**config.mk**
```make
export PLATFORM = sky130hd
export DESIGN_NAME = bfsa_slot_ram
export DESIGN_NICKNAME = d
export VERILOG_FILES = /design/src/hw/rtl/best_fit_slot_allocator_core_assert.svh /design/src/hw/rtl/bfsa_slot_ram.sv
export SDC_FILE = /design/constraint.sdc
export NUM_CORES = 2
export LEC_CHECK = 0
export BUFFER_PORTS_ARGS = -buffer_cell sky130_fd_sc_hd__buf_2
export CAP_MARGIN = 20
export CORE_MARGIN = 2
export CORE_UTILIZATION = 40
export DETAILED_ROUTE_END_ITERATION = 16
export MAX_ROUTING_LAYER = met4
export PLACE_DENSITY_LB_ADDON = 0.15
export SLEW_MARGIN = 25
export SYNTH_ARGS = -nofsm -noshare
export SYNTH_HDL_FRONTEND = slang
export SYNTH_SLANG_ARGS = --single-unit
```
**constraint.sdc**
```tcl
create_clock -name clock -period 2.2 [get_ports clock]
set_input_delay 0.22 -clock clock [delete_from_list [all_inputs] [get_ports clock]]
set_output_delay 0.22 -clock clock [all_outputs]
set_load 0.01 [all_outputs]
```
**src/hw/rtl/best_fit_slot_allocator_core_assert.svh**
```systemverilog
// assertion macros used by the allocator core rtl
`ifndef BEST_FIT_SLOT_ALLOCATOR_CORE_ASSERT_SVH
`define BEST_FIT_SLOT_ALLOCATOR_CORE_ASSERT_SVH

// same-cycle implication
`define BFSA_ASSERT_IMP(lbl, ante, cons, msg) \
   lbl: assert property (@(posedge clock) disable iff (reset) (ante) |-> (cons)) \
      else $error(msg);

// next-cycle implication
`define BFSA_ASSERT_NEXT(lbl, ante, cons, msg) \
   lbl: assert property (@(posedge clock) disable iff (reset) (ante) |=> (cons)) \
      else $error(msg);

`endif

```
**src/hw/rtl/bfsa_slot_ram.sv**
```systemverilog
// slot table memory, one write port and one registered read port
module bfsa_slot_ram #(
   parameter int DEPTH = 256,
   parameter int WIDTH = 8
) (
   input  logic                     clock,
   input  logic                     wr_en,
   input  logic [$clog2(DEPTH)-1:0] wr_addr,
   input  logic [WIDTH-1:0]         wr_data,
   input  logic                     rd_en,
   input  logic [$clog2(DEPTH)-1:0] rd_addr,
   output logic [WIDTH-1:0]         rd_data
);

   logic [WIDTH-1:0] mem [DEPTH];

   always_ff @(posedge clock) begin
      if (wr_en) begin
         mem[wr_addr] <= wr_data;
      end
      if (rd_en) begin
         rd_data <= mem[rd_addr];
      end
   end

endmodule

```
; Word-level counts from Yosys, hierarchy flattened
; Memory sizes are Yosys's and may differ from the RTL's. A register that Yosys moved wholly into a read port is not among the register bits.
; Cells that the tools add are included.
[word_totals]
in_bits = 27
regBits = 0
word_cells = 3
memories = 1
out_inout_bits = 8
ramBits = 2048
[mem_list]
columns = name, depth, width, read_ports, rd_ports_with_merged_regs, write_ports, line_no
row1 = mem, 256, 8, 1, 1, 1, bfsa_slot_ram.sv:15  ; logic [WIDTH-1:0] mem [DEPTH];
[classes]
muxes = 2
[ops]
columns = operator, n
row1 = 2-to-1 mux 1 bit, 2

; Longest topological paths before layout
[logic_depth]
word_depth = 2
mapped_depth = 11
ltp_nobuf = 6

; Worst setup path before layout
; OpenSTA, ideal clock, no wires.
[synth_timing]
kind = input-to-reg
from = in rd_addr[0]
to = reg rd_data[2], read port of mem (data pin)
t_arrival_ns = 2.027
n_path_buf = 4
stages = 9
setup_slack_ns = -0.096
path_cell_list = buf_6 > buf_12 > buf_8 > buf_2 > mux4_2 > a22oi_1 > a21oi_1 > nor4_1 > nor4_2
[synth_lines]
columns = item, line_no
row1 = "start, declared", bfsa_slot_ram.sv:11  ; input logic [$clog2(DEPTH)-1:0] rd_addr,
row2 = "end, declared", bfsa_slot_ram.sv:12  ; output logic [WIDTH-1:0] rd_data

==> results.yml <==
status:
  status: "finished with violations"
  failed_checks: "setup timing"
detailed_routing:
  drtIter0Drc: 4516
  post_drt_via_cell_ratio: 5.56
  via_count: 40868
  wl_per_cell_um: 29.8
  route.antenna.remaining_nets: 0
  drc: 0
  dr.pass1.iters: 5
  wl_mm: 219
placed_design:
  dp_cells: 6951
  final_replace_weighted_congestion: 0.831
  io_buffers: 34
  detailed_place_hpwl_mm: 141
  dpl_cell_area_um2: 89000
final_layout:
  fin_area_um2: 96200
  fillerInstances: 16178
  most_common_library_cell_in_the_layout_ignoring_fill_and_taps: "sky130_fd_sc_hd__edfxtp_1"
  sequential_area_um2: 61700
  finish.net_count: 4553
  area_growth_pct: 20.8
  final-instance-count-excl-fill: 7346
  most-common-layout-cells: "sky130_fd_sc_hd__edfxtp_1 (2056), sky130_fd_sc_hd__buf_4 (665), sky130_fd_sc_hd__mux4_2 (455)"
  multi_input_area_um2: 17100
  post_route_cells_drive_above_1_share_pct: 34.5
synthesis:
  syn-cell-area_um2: 79600
  synth.net_count: 3760
  syn_inst: 3733
  synth_enable_flop_cells: 2056
  synth.distinct_cells: 54
  synthesis_warnings: 0
  asyncSetResetFlopFracSynth_pct: 0
  synth_seq_cells: 2056
  synth_flop_cell: "sky130_fd_sc_hd__edfxtp_1"
  part_of_the_yosys_area_used_for_sequential_elements_pct: 77.5
  syn-mean-instance-area_um2: 21.3
run:
  count_of_max_cap_constraint_violations: 0
critical_path:
  crit_path_max_fanout: 1
  timing.critical_path.mode_cell: "sky130_fd_sc_hd__mux4_2"
  worst-endpoint-required_ns: 2.78
  critical_path.slowest_cell: "sky130_fd_sc_hd__mux4_2"
  cp-end-kind: "flop"
  timing.setup.critical_path_class: "flop to flop"
  cp_cell_sequence: "mux4_2 -> mux4_2 -> nor2b_1 -> nor4_1 -> buf_4 -> nor4_2"
  slowest_delay_ns: 0.52
  worst-endpoint-arrival_ns: 2.93
  critical_path.startpoint_type: "flop"
sta:
  report.final.setup_viol: 8
  tightest_slew_ns: 0.796
  finalHoldViolCount: 0
  final.setup.tns_ns: -0.794
  slew_violations: 0
  fraction_of_the_cycle_the_final_worst_path_needs_pct: 107
  timing.final.crit_period_ns: 2.34
  maxClockFrequency_mhz: 427
  timing.slew.headroom_pct: 46.7
  grt_setup_unrepaired: "yes"
  worst_slack_ns: -0.144
  finalClockSkew_ns: 0.0380
clocking:
  cts_root_buf: "sky130_fd_sc_hd__clkbuf_16"
  cts_made_buffers: 208
  clock_sink_count: 2056
  max-clock-path-buffers: 3
  insertion_delay_ns: 0.85
  tritoncts: "built"
  post_cts_buffers: 0
  path_clk_slew_ns: 0.06
  ctsHtreeMaxLevel: 4
global_route:
  first_global_vias: 41057
  number_of_antenna_violations_at_the_first_check_in_global_routing: 18
  global_route_total_usage_across_every_layer_pct: 22.2
  grt_first_pass_wirelength_mm: 312
  grt_max_degree: 98
  grt_overflow_total: 0
power_and_ir_drop:
  ir_worst_vdd_mv: 0.661
  power.density_nw_per_um2: 859
  static-leakage-power_uw: 0.0312
  total_power_uw: 82600
die:
  fp.coreArea_um2: 198000
  top_level_ports: 35
  die_width_um: 450
  chipHeight_um: 450
  die_area_um2: 203000
  fp-row-count: 163
  start_util_pct: 40.3
min_path:
  worst_hold_path_type: "input port to flop"
[worst paths after layout]
kind	startpoint	endpoint	slack [ns]	cells after the start
worst max register to register	mem[67][0]$_DFFE_PP_	rd_data[0]$_DFFE_PP_	-0.14	6
worst min-delay path	wr_addr[2]	mem[173][1]$_DFFE_PP_	0.13	4
worst min register to register	mem[50][1]$_DFFE_PP_	rd_data[1]$_DFFE_PP_	1.20	6
worst max-delay path	mem[67][0]$_DFFE_PP_	rd_data[0]$_DFFE_PP_	-0.14	6
[critical path, delay by kind of cell (launching register included)]
family / cells / cell delay [ns]
and+or+nand+nor: 3 / 0.52
muxes: 2 / 1.00
buffers and inverters: 1 / 0.19
DFF: 1 / 0.36
[logic make-up after synthesis]
logic type	after synthesis	synth area share [%]
flops	2056	77.5
mux	591	14.6
simple gates	466	2.63
compound gates	385	3.42
buf+inv	235	1.83
[synthesized netlist by cell type, drive strengths merged (22+ instances only)]
| cell | count | area [um^2] |
|---|---|---|
| nor3 | 22 | 110 |
| nand2 | 33 | 124 |
| clkbuf | 111 | 417 |
| o221ai | 47 | 418 |
| mux2i | 134 | 1340 |
| o22ai | 28 | 175 |
| nor2b | 31 | 194 |
| buf | 122 | 1030 |
| mux4 | 456 | 10300 |
| nand3 | 34 | 170 |
| a22oi | 133 | 998 |
| edfxtp | 2056 | 61700 |
| a21oi | 96 | 480 |
| nor4 | 27 | 188 |
| nor2 | 282 | 1060 |
[state kept, by name (all words and copies together) (netlist names)]
register  cells
mem        2048
rd_data       8
[cell type report]
class                   count  share of cell area [%]
flip-flops and latches   2056                    64.2
multi-input cells        1442                    17.8
repair buffers            816                    7.80
clock buffers             259                    5.65
well taps                2640                    3.43
clock inverters           123                    1.16
diodes                      8                  0.0208
inverters                   2                 0.00780
[metrics by stage]
step                      hold WS (ns)  setup WS (ns)  utilization, %
after CTS                       0.0621         -0.240            48.6
final                            0.131         -0.144            48.7
after global routing             0.114         -0.203            48.7
after detailed placement         0.517          -1.32            45.1
after floorplan                  0.319        -0.0102               -
after global placement           0.514          -1.60            45.0
[per-layer routing]
metal | wire [um] | up-vias | track usage (%)
met5 | 0 | - | -
met2 | 105000 | 1253 | 34.4
li1 | - | 17331 | -
met4 | 4620 | 0 | 4.94
met3 | 13300 | 259 | 3.37
met1 | 95800 | 22025 | 31.3
[power breakdown]
group          leakage, uW  switching, uW  total (uW)  internal (uW)
combinational      0.00953           2900        4910           2020
sequential          0.0185           74.3       43300          43200
clock              0.00318          14900       34400          19600
total               0.0312          17800       82600          64800
[repair_timing]
item                                    4_1_cts  5_1_grt
pin swaps                                    24       22
hold buffers                                  9        0
gates resized for setup                      56       34
endpoints found under the hold margin       635        0
endpoints found under the setup margin        8        8
No activity file was read; power rests on OpenSTA's default activity.
